`src/amct_pkg.sv`:
```
// ----------------------------------------------------------------------------
// Adjacency matrix compacting table package
// Shared constants, command codes and state encoding for the table.
// ----------------------------------------------------------------------------
package amct_pkg;

  // Default node capacity of the table.
  localparam int MAX_NODES_DEF = 32;

  // Field widths fixed by the command and result interface.
  localparam int CMD_W       = 2;
  localparam int INDEX_IN_W  = 8;
  localparam int NEW_INDEX_W = 5;
  localparam int COUNT_OUT_W = 6;

  // Command codes.
  typedef enum logic [CMD_W-1:0] {
    CMD_ADD    = 2'd0,
    CMD_REMOVE = 2'd1,
    CMD_SET    = 2'd2,
    CMD_GET    = 2'd3
  } cmd_t;

  // Sequencer states, one-hot.
  typedef enum logic [3:0] {
    ST_IDLE  = 4'b0001,
    ST_SWEEP = 4'b0010,
    ST_LINK  = 4'b0100,
    ST_DONE  = 4'b1000
  } state_t;

  // Steps of a link access.
  localparam logic [1:0] PH_READ_A  = 2'd0;
  localparam logic [1:0] PH_WRITE_A = 2'd1;
  localparam logic [1:0] PH_WRITE_B = 2'd2;

endpackage

```
`src/adjacency_matrix_compacting_table_top.sv`:
```
// ----------------------------------------------------------------------------
// Adjacency matrix compacting table
// Symmetric node link matrix held in one row memory, with a live node count.
// ----------------------------------------------------------------------------
// Add and remove run one memory sweep over all rows, read and write-back
//   overlapped. Set runs two row read-modify-writes and get one row
//   read; a rejected command goes straight to the result. One command
//   is in work at a time.
// The rate is set by the single read and single write port of the row memory.
// Reset clears the per-row valid bits and the count: no sweep.
module adjacency_matrix_compacting_table_top #(
  parameter int MAX_NODES = amct_pkg::MAX_NODES_DEF
) (
  input  logic                               clk,
  input  logic                               rst_n,
  // Command channel
  input  logic                               in_valid,
  output logic                               in_ready,
  input  logic [amct_pkg::CMD_W-1:0]         in_command,
  input  logic [amct_pkg::INDEX_IN_W-1:0]    in_first_index,
  input  logic [amct_pkg::INDEX_IN_W-1:0]    in_second_index,
  input  logic                               in_link_value,
  // Result channel
  output logic                               out_valid,
  input  logic                               out_ready,
  output logic                               out_status,
  output logic [amct_pkg::NEW_INDEX_W-1:0]   out_new_index,
  output logic                               out_adjacent,
  output logic [amct_pkg::COUNT_OUT_W-1:0]   out_node_count
);

  localparam int IW = $clog2(MAX_NODES);
  localparam int CW = $clog2(MAX_NODES + 1);
  localparam logic [MAX_NODES-1:0] ALL_ONES = {MAX_NODES{1'b1}};
  localparam logic [MAX_NODES-1:0] ONE_HOT0 = {{(MAX_NODES-1){1'b0}}, 1'b1};

  // Control and operand registers.
  amct_pkg::state_t state_r, state_nxt;
  amct_pkg::cmd_t   cmd_r, cmd_nxt;
  logic [IW-1:0]    a_r, a_nxt;
  logic [IW-1:0]    b_r, b_nxt;
  logic             v_r, v_nxt;
  logic [CW-1:0]    cnt_r, cnt_nxt;
  logic [1:0]       ph_r, ph_nxt;

  // Sweep sequencing.
  logic [IW-1:0]    sw_r, sw_nxt;
  logic             sw_issue_r, sw_issue_nxt;
  logic [IW-1:0]    wr_row_r, wr_row_nxt;
  logic             wr_pend_r, wr_pend_nxt;

  // Pending result.
  logic                               res_status_r, res_status_nxt;
  logic [amct_pkg::NEW_INDEX_W-1:0]   res_new_r, res_new_nxt;
  logic                               res_adj_r, res_adj_nxt;

  // Output register.
  logic                               out_valid_r, out_valid_nxt;
  logic                               out_status_r;
  logic [amct_pkg::NEW_INDEX_W-1:0]   out_new_index_r;
  logic                               out_adjacent_r;
  logic [amct_pkg::COUNT_OUT_W-1:0]   out_node_count_r;
  logic                               out_load;

  // Row memory and its ports.
  logic [MAX_NODES-1:0] mem [MAX_NODES];
  logic [MAX_NODES-1:0] row_valid_r;
  logic [MAX_NODES-1:0] rd_data_r;
  logic                 rowv_q_r;
  logic [MAX_NODES-1:0] rd_row;
  logic                 rd_en;
  logic [IW-1:0]        rd_addr;
  logic                 wr_en;
  logic [IW-1:0]        wr_addr;
  logic [MAX_NODES-1:0] wr_data;

  // Sweep data paths.
  logic [MAX_NODES-1:0] add_data;
  logic [MAX_NODES-1:0] low_a;
  logic [MAX_NODES-1:0] live_mask;
  logic [MAX_NODES-1:0] rem_data;
  logic [IW-1:0]        sw_src;
  logic                 link_bad;

  assign in_ready       = (state_r == amct_pkg::ST_IDLE);
  assign out_valid      = out_valid_r;
  assign out_status     = out_status_r;
  assign out_new_index  = out_new_index_r;
  assign out_adjacent   = out_adjacent_r;
  assign out_node_count = out_node_count_r;

  // A row never written since reset reads as all zero.
  assign rd_row = rowv_q_r ? rd_data_r : '0;

  // Add clears the new node's column in every row and its whole row.
  assign add_data = (wr_row_r == a_r) ? '0 : (rd_row & ~(ONE_HOT0 << a_r));

  // Remove drops column a by shifting the higher columns down one place,
  // then clears everything outside the remaining live square.
  assign low_a     = ~(ALL_ONES << a_r);
  assign live_mask = ~(ALL_ONES << cnt_r);
  assign rem_data  = (8'(wr_row_r) >= 8'(cnt_r)) ? '0 :
                     (((rd_row & low_a) | ((rd_row >> 1) & ~low_a)) & live_mask);

  // Source row of a sweep read: remove skips the deleted row.
  assign sw_src = (cmd_r == amct_pkg::CMD_REMOVE && sw_r >= a_r) ? IW'(sw_r + 1'b1) : sw_r;

  // Link commands reject equal indices and indices beyond capacity.
  assign link_bad = (in_first_index == in_second_index) ||
                    ({1'b0, in_first_index} >= 9'(MAX_NODES)) ||
                    ({1'b0, in_second_index} >= 9'(MAX_NODES));

  assign out_load = (state_r == amct_pkg::ST_DONE) && (!out_valid_r || out_ready);

  // Sequencer: command decode, row sweeps and link read-modify-writes.
  always_comb begin
    state_nxt      = state_r;
    cmd_nxt        = cmd_r;
    a_nxt          = a_r;
    b_nxt          = b_r;
    v_nxt          = v_r;
    cnt_nxt        = cnt_r;
    ph_nxt         = ph_r;
    sw_nxt         = sw_r;
    sw_issue_nxt   = sw_issue_r;
    wr_row_nxt     = wr_row_r;
    wr_pend_nxt    = wr_pend_r;
    res_status_nxt = res_status_r;
    res_new_nxt    = res_new_r;
    res_adj_nxt    = res_adj_r;
    rd_en          = 1'b0;
    rd_addr        = '0;
    wr_en          = 1'b0;
    wr_addr        = '0;
    wr_data        = '0;
    case (state_r)
      amct_pkg::ST_IDLE: begin
        if (in_valid) begin
          cmd_nxt        = amct_pkg::cmd_t'(in_command);
          b_nxt          = in_second_index[IW-1:0];
          v_nxt          = in_link_value;
          res_status_nxt = 1'b0;
          res_new_nxt    = '0;
          res_adj_nxt    = 1'b0;
          sw_nxt         = '0;
          sw_issue_nxt   = 1'b1;
          wr_pend_nxt    = 1'b0;
          ph_nxt         = amct_pkg::PH_READ_A;
          case (amct_pkg::cmd_t'(in_command))
            amct_pkg::CMD_ADD: begin
              if (cnt_r >= CW'(MAX_NODES)) begin
                res_status_nxt = 1'b1;
                state_nxt      = amct_pkg::ST_DONE;
              end else begin
                a_nxt       = cnt_r[IW-1:0];
                res_new_nxt = amct_pkg::NEW_INDEX_W'(cnt_r);
                cnt_nxt     = CW'(cnt_r + 1'b1);
                state_nxt   = amct_pkg::ST_SWEEP;
              end
            end
            amct_pkg::CMD_REMOVE: begin
              if ({1'b0, in_first_index} >= 9'(cnt_r)) begin
                res_status_nxt = 1'b1;
                state_nxt      = amct_pkg::ST_DONE;
              end else begin
                a_nxt     = in_first_index[IW-1:0];
                cnt_nxt   = CW'(cnt_r - 1'b1);
                state_nxt = amct_pkg::ST_SWEEP;
              end
            end
            default: begin
              if (link_bad) begin
                res_status_nxt = 1'b1;
                state_nxt      = amct_pkg::ST_DONE;
              end else begin
                a_nxt     = in_first_index[IW-1:0];
                state_nxt = amct_pkg::ST_LINK;
              end
            end
          endcase
        end
      end
      amct_pkg::ST_SWEEP: begin
        // Read one row a cycle; write back the row read in the cycle before.
        if (sw_issue_r) begin
          rd_en       = 1'b1;
          rd_addr     = sw_src;
          wr_row_nxt  = sw_r;
          wr_pend_nxt = 1'b1;
          if (sw_r == IW'(MAX_NODES - 1)) begin
            sw_issue_nxt = 1'b0;
          end else begin
            sw_nxt = IW'(sw_r + 1'b1);
          end
        end else begin
          wr_pend_nxt = 1'b0;
        end
        if (wr_pend_r) begin
          wr_en   = 1'b1;
          wr_addr = wr_row_r;
          wr_data = (cmd_r == amct_pkg::CMD_ADD) ? add_data : rem_data;
          if (!sw_issue_r) begin
            state_nxt = amct_pkg::ST_DONE;
          end
        end
      end
      amct_pkg::ST_LINK: begin
        case (ph_r)
          amct_pkg::PH_READ_A: begin
            rd_en   = 1'b1;
            rd_addr = a_r;
            ph_nxt  = amct_pkg::PH_WRITE_A;
          end
          amct_pkg::PH_WRITE_A: begin
            if (cmd_r == amct_pkg::CMD_GET) begin
              res_adj_nxt = rd_row[b_r];
              state_nxt   = amct_pkg::ST_DONE;
            end else begin
              wr_en         = 1'b1;
              wr_addr       = a_r;
              wr_data       = rd_row;
              wr_data[b_r]  = v_r;
              rd_en         = 1'b1;
              rd_addr       = b_r;
              ph_nxt        = amct_pkg::PH_WRITE_B;
            end
          end
          default: begin
            wr_en        = 1'b1;
            wr_addr      = b_r;
            wr_data      = rd_row;
            wr_data[a_r] = v_r;
            state_nxt    = amct_pkg::ST_DONE;
          end
        endcase
      end
      amct_pkg::ST_DONE: begin
        if (out_load) begin
          state_nxt = amct_pkg::ST_IDLE;
        end
      end
      default: begin
        state_nxt = amct_pkg::ST_IDLE;
      end
    endcase
  end

  // Output register holds a finished result until its transfer.
  always_comb begin
    out_valid_nxt = out_valid_r;
    if (out_load) begin
      out_valid_nxt = 1'b1;
    end else if (out_ready) begin
      out_valid_nxt = 1'b0;
    end
  end

  // Control state.
  always_ff @(posedge clk) begin
    if (!rst_n) begin
      state_r     <= amct_pkg::ST_IDLE;
      cnt_r       <= '0;
      sw_issue_r  <= 1'b0;
      wr_pend_r   <= 1'b0;
      out_valid_r <= 1'b0;
      row_valid_r <= '0;
    end else begin
      state_r     <= state_nxt;
      cnt_r       <= cnt_nxt;
      sw_issue_r  <= sw_issue_nxt;
      wr_pend_r   <= wr_pend_nxt;
      out_valid_r <= out_valid_nxt;
      if (wr_en) begin
        row_valid_r[wr_addr] <= 1'b1;
      end
    end
  end

  // Operand, sequencing and result payload.
  always_ff @(posedge clk) begin
    cmd_r        <= cmd_nxt;
    a_r          <= a_nxt;
    b_r          <= b_nxt;
    v_r          <= v_nxt;
    ph_r         <= ph_nxt;
    sw_r         <= sw_nxt;
    wr_row_r     <= wr_row_nxt;
    res_status_r <= res_status_nxt;
    res_new_r    <= res_new_nxt;
    res_adj_r    <= res_adj_nxt;
    if (out_load) begin
      out_status_r     <= res_status_r;
      out_new_index_r  <= res_new_r;
      out_adjacent_r   <= res_adj_r;
      out_node_count_r <= amct_pkg::COUNT_OUT_W'(cnt_r);
    end
  end

  // Row memory: one write port, one registered read port.
  always_ff @(posedge clk) begin
    if (wr_en) begin
      mem[wr_addr] <= wr_data;
    end
    if (rd_en) begin
      rd_data_r <= mem[rd_addr];
      rowv_q_r  <= row_valid_r[rd_addr];
    end
  end

  // The schedule never reads and writes the same row in one cycle.
  a_no_rw_collision : assert property (@(posedge clk) disable iff (!rst_n)
    (rd_en && wr_en) |-> (rd_addr != wr_addr))
    else $error("row read and write collide");

  // The node count never exceeds the capacity.
  a_count_bound : assert property (@(posedge clk) disable iff (!rst_n)
    cnt_r <= CW'(MAX_NODES))
    else $error("node count beyond capacity");

  // Once reads stop, the sweep still owes the last write-back.
  a_sweep_tail : assert property (@(posedge clk) disable iff (!rst_n)
    (state_r == amct_pkg::ST_SWEEP && !sw_issue_r) |-> wr_pend_r)
    else $error("sweep ended without final write");

  // A transfer on the command channel starts work; no second command follows at once.
  a_one_at_a_time : assert property (@(posedge clk) disable iff (!rst_n)
    (in_valid && in_ready) |=> !in_ready)
    else $error("command taken while one is in work");

endmodule
```
`config.mk`:
```
export PLATFORM = sky130hd
export DESIGN_NAME = adjacency_matrix_compacting_table_top
export DESIGN_NICKNAME = d
export VERILOG_FILES = /design/src/amct_pkg.sv /design/src/adjacency_matrix_compacting_table_top.sv
export SDC_FILE = /design/constraint.sdc
export NUM_CORES = 1
export LEC_CHECK = 0
export BUFFER_PORTS_ARGS = -buffer_cell sky130_fd_sc_hd__buf_2
export CAP_MARGIN = 20
export CORE_ASPECT_RATIO = 0.9
export CORE_MARGIN = 3
export CORE_UTILIZATION = 50
export CTS_CLUSTER_DIAMETER = 40
export DETAILED_ROUTE_END_ITERATION = 10
export GPL_TIMING_DRIVEN = 0
export PLACE_DENSITY_LB_ADDON = 0.08
export SLEW_MARGIN = 20
export SYNTH_ARGS = -nofsm -noshare
export SYNTH_HDL_FRONTEND = slang
export SYNTH_SLANG_ARGS = --single-unit
```
`constraint.sdc`:
```
create_clock -name clk -period 7.2 [get_ports clk]
set_input_delay 1.08 -clock clk [delete_from_list [all_inputs] [get_ports clk]]
set_output_delay 1.08 -clock clk [all_outputs]
set_load 0.05 [all_outputs]
```
======== Word level (Yosys, flattened, before mapping) ========
Memory sizes are Yosys's and may differ from the RTL's. A register that Yosys moved wholly into a read port is not among the register bits.
Index checks and enable logic that the tools add are counted.
word-level totals
  bits in registers ....................... 91
  RAM bits ................................ 1024
  input bits .............................. 23
  output and inout bits ................... 15
  logic and storage cells ................. 183
  memories kept ........................... 1
cells by class
  add/sub/neg operators ................... 3
  order comparisons ....................... 13
  equality and inequality tests ........... 26
  shift-type cells ........................ 3
  mux-type cells .......................... 79
  bitwise gates (word level) .............. 11
  reduce and logical (&&, ||, !) cells .... 26
memories
  name  depth  width  rd ports  clocked after Yosys merged registers in  write ports  line                                         source
  mem   32     32     1         1                                        1            adjacency_matrix_compacting_table_top.sv:66  logic [MAX_NODES-1:0] mem [MAX_NODES];
operator list
  operator                 count
  $mux W32                 6
  $not A32 Y32             4
  $pmux W32 S2             2
  $and A32 B32 Y32         3
  $bwmux W32               2
  $or A32 B32 Y32          2
  $pmux W5 S2              6
  $mux W5                  11
  $and A31 B32 Y32         1
  $mux W4                  8
  $shl A1 B5 Y32 const A   1
  $shl A32 B5 Y32 const A  1
  $shl A32 B6 Y32 const A  1
  $lt A5 B6 Y1 const B     4
  $ne A2 B2 Y1 const B     11
  $mux W1                  21
  $ge A8 B6 Y1 const B     2
  $pmux W1 S2              8
  $pmux W4 S2              2
  $pmux W4 S4              1
  $demux W1 S5             3
  $ge A5 B1 Y1 const B     3
  $mux W6                  2
  $pmux W6 S2              1
  other kinds (33)         55

======== Logic depth before layout (Yosys ltp) ========
  depth after elaboration ................. 10
  gate-level depth with buffers ........... 16
  depth with buffers taken out ............ 11

======== Worst setup path after synthesis ========
No wires, ideal clock.
  kind .................................... register to register
  start point ............................. register cnt_r[2]
  end point ............................... memory mem[0][11] (netlist bit) (data pin)
  setup time .............................. 563 ps
  arrival time ............................ 4092 ps
  data required time ...................... 6637 ps
  slack ................................... 2545 ps
  stages on the path, launching flop included .. 11
  buffers on the path ..................... 2
  clock period less this slack ............ 4655 ps
  cell sequence ........................... dfxtp_1 > clkbuf_1 > inv_1 > ha_1 > a21o_1 > a21o_1 > a21oi_1 > o221a_2 > clkbuf_1 > nand2_1 > o41ai_1
between the ends
  word-level cells in the longest chain between the ends .. 7
  elaborated cells on any way between the ends .. 8
  classes of those cells .................. order compare: 1; shift: 1; mux: 4; bitwise: 2
RTL lines
  item                      line                                          source
  start: declaration        adjacency_matrix_compacting_table_top.sv:43   logic [CW-1:0] cnt_r, cnt_nxt;
  start signal: assignment  adjacency_matrix_compacting_table_top.sv:269  cnt_r <= cnt_nxt;
  $shl A32 B6 Y32           adjacency_matrix_compacting_table_top.sv:101  assign live_mask = ~(ALL_ONES << cnt_r);
  $not A32 Y32              adjacency_matrix_compacting_table_top.sv:101
  $and A32 B32 Y32          adjacency_matrix_compacting_table_top.sv:103  (((rd_row & low_a) | ((rd_row >> 1) & ~low_a)) & live_mask);
  $mux W32 *                adjacency_matrix_compacting_table_top.sv:102  assign rem_data = (8'(wr_row_r) >= 8'(cnt_r)) ? '0 :
  $mux W32 *                adjacency_matrix_compacting_table_top.sv:201  wr_data = (cmd_r == amct_pkg::CMD_ADD) ? add_data : rem_data;
  $mux W32 *                adjacency_matrix_compacting_table_top.sv:198  if (wr_pend_r) begin
  $pmux W32 S2 *            adjacency_matrix_compacting_table_top.sv:136  case (state_r)
  net wr_data[11]           adjacency_matrix_compacting_table_top.sv:75   logic [MAX_NODES-1:0] wr_data;
  end: declaration          adjacency_matrix_compacting_table_top.sv:66
The timed path passes the listed nets; every way through them passes the cells marked *.

======== Worst setup path in the final report ========
  start point ............................. register sw_r[0]
  end point ............................... register rd_data_r[4] (read register of mem) (data pin)
between the ends
  word-level cells in the longest chain between the ends .. 5
  elaborated cells on any way between the ends .. 6
  classes of those cells .................. add/sub: 1; order compare: 1; mux: 3; reduce/logical: 1
RTL lines
  item                      line                                          source
  start: declaration        adjacency_matrix_compacting_table_top.sv:47   logic [IW-1:0] sw_r, sw_nxt;
  start signal: assignment  adjacency_matrix_compacting_table_top.sv:286  sw_r <= sw_nxt;
  $ge A5 B5 Y1              adjacency_matrix_compacting_table_top.sv:106  assign sw_src = (cmd_r == amct_pkg::CMD_REMOVE && sw_r >= a_r) ? IW'(sw_r + 1'b1) : sw_r;
  $logic_and A1 B1 Y1       adjacency_matrix_compacting_table_top.sv:106
  $mux W5 *                 adjacency_matrix_compacting_table_top.sv:106
  $mux W5 *                 adjacency_matrix_compacting_table_top.sv:185  if (sw_issue_r) begin
  $pmux W5 S2 *             adjacency_matrix_compacting_table_top.sv:136
  end: declaration          adjacency_matrix_compacting_table_top.sv:68   logic [MAX_NODES-1:0] rd_data_r;
Every way passes the cells marked *; elsewhere a longest branch is shown, timed or not.
A chain may end at the register's enable or synchronous reset.

==> flow_summary_export.csv <==
group,metric,value,unit
global_routing,grt_util_met1,49.7,%
clock_tree,ctsLongestPathBuffers,3,
synth,synth_enable_flop_cells,1102,
layout,drive_gt1_share,15.2,%
synth,post-synth-top-area-fraction,66.3,%
timing,fin_crit_sh,95.7,%
pwr,power_leakage,17.5,nW
synth,netlist-cell-type-count,83,
critical_path,arrival_worst_endpoint,7.33,ns
die,floorplan.io_pins,38,
global_routing,global_route.usage.met2,50.0,%
timing,finalHoldWorstSlack,0.417,ns
pwr,power.share.switching,21.8,%
worst_hold_path,worst_hold_start,"res_new_r[3]",
global_routing,antenna_violations_before_repair,8,
synth,synth_cells,3649,
pwr,clock_power_share,49.0,%
synth,yosysWarnings,0,
routing,detail_route.drc_violations,0,
worst_hold_path,min_path_type,"register to register",
routing,drt-total-wl,185000,µm
synth,asyncSetResetFlopFracSynth,0,%
pwr,internal_cell_power,11.7,mW
routing,firstDrtPassIters,6,
global_routing,first_global_vias,33600,
synth,syn-cell-area,49900,µm²
global_routing,grt.total_usage,35.2,%
timing,rsz_0062_raised_after_global_routing,"no",
job,cap_viol_max_count,0,
die,core.rowCount,109,
place,placed_area,54300,µm²
timing,clock_skew,0.0570,ns
timing,fmaxAchievable,0.145,GHz
critical_path,worst_r2r_path_depth,14,
synth,synth_seq_area_share,68.2,%
timing,worstMarginPinSlew,1.22,ns
clock_tree,clock-sinks,1147,
global_routing,grt_overflow_total,0,
critical_path,setup.worst_path.start_class,"register",
clock_tree,post_cts_hold_buffer_count,0,
timing,setup_tns_final,0,ns
routing,drtAntennaViolNets,0,
critical_path,crit_chain,"buf_2 -> inv_2 -> buf_1 -> ha_1 -> nand2b_1 -> a31oi_2 -> o21ai_0 -> mux2_2 -> nor2_2 -> nand2_1 -> clkbuf_1 -> a311oi_1 -> nor4_1 -> a31oi_1",
die,die-area,104000,µm²
clock_tree,clock_input_transition_at_the_sequential_cells_of_the_worst_setup_and_hold_paths,0.06,ns
timing,hold_viol_final,0,
synth,synth.top_cells.by_count,"sky130_fd_sc_hd__edfxtp_1 (1102), sky130_fd_sc_hd__nand2_1 (477), sky130_fd_sc_hd__a211oi_1 (243), sky130_fd_sc_hd__clkbuf_1 (189), sky130_fd_sc_hd__and3_1 (175)",
routing,vias_per_cell,6.71,
die,core_region_area,98600,µm²
global_routing,wire_length_of_the_first_global_routing_pass,258000,µm
synth,ys.flop_type,"sky130_fd_sc_hd__edfxtp_1",
global_routing,use_met3,9.96,%
critical_path,cpMaxStageDelayCell,"sky130_fd_sc_hd__nand2_1",
critical_path,crit_path_max_incr_delay,0.75,ns
die,die_y,306,µm
clock_tree,root_buffer,"sky130_fd_sc_hd__clkbuf_16",
timing,timing.final.max_slew_violations,0,
clock_tree,clock_tree_from_tritoncts,"yes",
global_routing,largest_net_degree_at_the_start_of_global_routing,34,
timing,timing.final.crit_period,6.89,ns
critical_path,reg2reg_slack,0.31,ns
layout,final_net_count,3977,
die,die_x,339,µm
timing,report.final.setup_viol,0,
clock_tree,cts-resized-gates,0,
synth,number_of_flip_flops_and_latches_in_the_synthesized_netlist,1147,
pwr,vdd.ir_drop.worst,0.227,mV
critical_path,r2r_start,"sw_r[0]",
routing,routed_vias,36100,
clock_tree,cts-htree-levels,4,
routing,drt-wirelength-per-cell,34.3,µm
layout,postLayoutCellArea,59200,µm²
place,routabilityCongestion,1.00,
synth,synthDominantAreaCellType,"sky130_fd_sc_hd__edfxtp_1",
global_routing,grt.busiest_layer,"met2",
outcome,outcome,"finished, final reports clean",
critical_path,worstReg2RegEnd,"rd_data_r[4]",
worst_hold_path,holdPathEnd,"out_new_index[3]",
place,hpwl,131000,µm
synth,synth_most_common_cell,"sky130_fd_sc_hd__edfxtp_1",
routing,number_of_violations_reported_at_the_end_of_detailed_routing_iteration_0,5332,
clock_tree,cts_post_setup_buffers_inserted,0,
timing,slew_headroom,17.7,%
pwr,total_switching_power,3.26,mW
critical_path,critical_path.max_fanout,10,
pwr,comb_power_share,2.6,%
clock_tree,cts_buffers,144,
pwr,seq_power_share,48.4,%
place,place.port_buffers,36,
layout,area_growth_syn_to_layout,18.7,%
synth,synth_nets,3695,
synth,postSynthAreaPerCell,13.7,µm²
critical_path,timing_worst_setup_path_type,"register to register",
worst_hold_path,worst_hold_path.num_cells,0,
synth,yosys-top-cells-area,"sky130_fd_sc_hd__edfxtp_1 (66%), sky130_fd_sc_hd__a211oi_1 (3.7%), sky130_fd_sc_hd__nand2_1 (3.6%)",
clock_tree,worstSkewPairLatency,0.77,ns
die,initial_utilization,50.6,%
pwr,power_density,253,nW/µm²
critical_path,worst_setup_path_end_kind,"register",
critical_path,cp.required,7.64,ns
cells by family (layout without fill, tap and decap cells):
logic type                 after synthesis  after routing  synth area share (%)
AOI/OAI and AO/OA                     1076           1076                  16.1
buffers and inverters                  326            722                  3.03
xor gates and xnor gates                19             19                 0.334
other                                    0              1                     0
adders and majority gates               23             23                 0.592
DFF                                   1147           1147                  68.2
and+or+nand+nor                        910            910                  8.53
muxes                                  148            148                  3.27
metrics by stage:
step | total power [mW] | std cells | util (%) | setup slack, ns
after floorplan | 7.61 | 3649 | - | 2.54
after global placement | 7.75 | 5017 | 52.5 | -4.98
after detailed placement | 7.76 | 5117 | 55.0 | 0.622
after CTS | 15.0 | 5377 | 60.0 | 0.588
after global routing | 15.3 | 5377 | 60.0 | 0.273
final | 15.0 | 5378 | 60.0 | 0.306
worst max-delay path: cells and delay by family (launching register included):
kind | cells | cell delay, ns
muxes | 1 | 0.37
AOI/OAI and AO/OA | 4 | 1.86
and+or+nand+nor | 4 | 1.88
buffers and inverters | 4 | 1.70
adders and majority gates | 1 | 0.36
DFF | 1 | 0.41
routing by layer:
metal	share of wire [%]	up-vias
met2	42	2368
met1	40	18100
met4	5.7	2
li1	-	15200
met5	0.0049	-
met3	12	410
registers in the layout, summed over array words and instances, names as in the netlist, 2 cells and up:
signal	flops
state_r	4
cmd_r	2
ph_r	2
row_valid_r	32
wr_row_r	5
mem	1024
res_new_r	5
b_r	5
a_r	5
sw_r	5
out_new_index	5
out_node_count	6
rd_data_r	32
cnt_r	6
power groups by stage:
stage	sequential (mW)	combinational [mW]	clock, mW
after global placement	7.38	0.364	0
after floorplan	7.38	0.227	0
after CTS	7.24	0.374	7.37
final	7.24	0.385	7.34
after detailed placement	7.38	0.372	0
after global routing	7.24	0.403	7.65
final cells by class:
cell class / count / area (µm²)
plain buffers: 298 / 1410
clock buffers: 171 / 3740
well taps: 1332 / 1670
repair buffers: 136 / 2020
clock inverters: 89 / 1140
diodes: 1 / 2.50
inverters: 28 / 106
flip-flops and latches: 1147 / 34000
multi-input cells: 2176 / 15100
fillers: 7585 / 39400
worst max-delay path by stage:
| stage | cells after the start | end | slack (ns) | from |
|---|---|---|---|---|
| finish | 14 | rd_data_r[4] | 0.31 | sw_r[0] |
| global route | 15 | rd_data_r[11] | 0.27 | sw_r[0] |
| CTS | 14 | rd_data_r[8] | 0.59 | sw_r[0] |
| detailed placement | 14 | rd_data_r[8] | 0.62 | sw_r[0] |
| global placement | 10 | mem[23][11] | -4.98 | cnt_r[2] |
| floorplan | 10 | mem[0][11] | 2.54 | cnt_r[2] |
cell usage in the layout (no fill, tap or decap), types with 77 or more instances in the layout:
master / count
sky130_fd_sc_hd__edfxtp_1: 1102
sky130_fd_sc_hd__clkbuf_1: 212
sky130_fd_sc_hd__a211oi_1: 243
sky130_fd_sc_hd__mux2i_1: 119
sky130_fd_sc_hd__a22o_1: 105
sky130_fd_sc_hd__a311oi_1: 100
sky130_fd_sc_hd__and3_1: 175
sky130_fd_sc_hd__clkbuf_16: 145
sky130_fd_sc_hd__a21oi_1: 106
sky130_fd_sc_hd__buf_2: 104
sky130_fd_sc_hd__a31oi_1: 90
sky130_fd_sc_hd__o21ai_0: 77
sky130_fd_sc_hd__nand2_1: 476
Note: power is estimated with default switching activity, not from simulation.
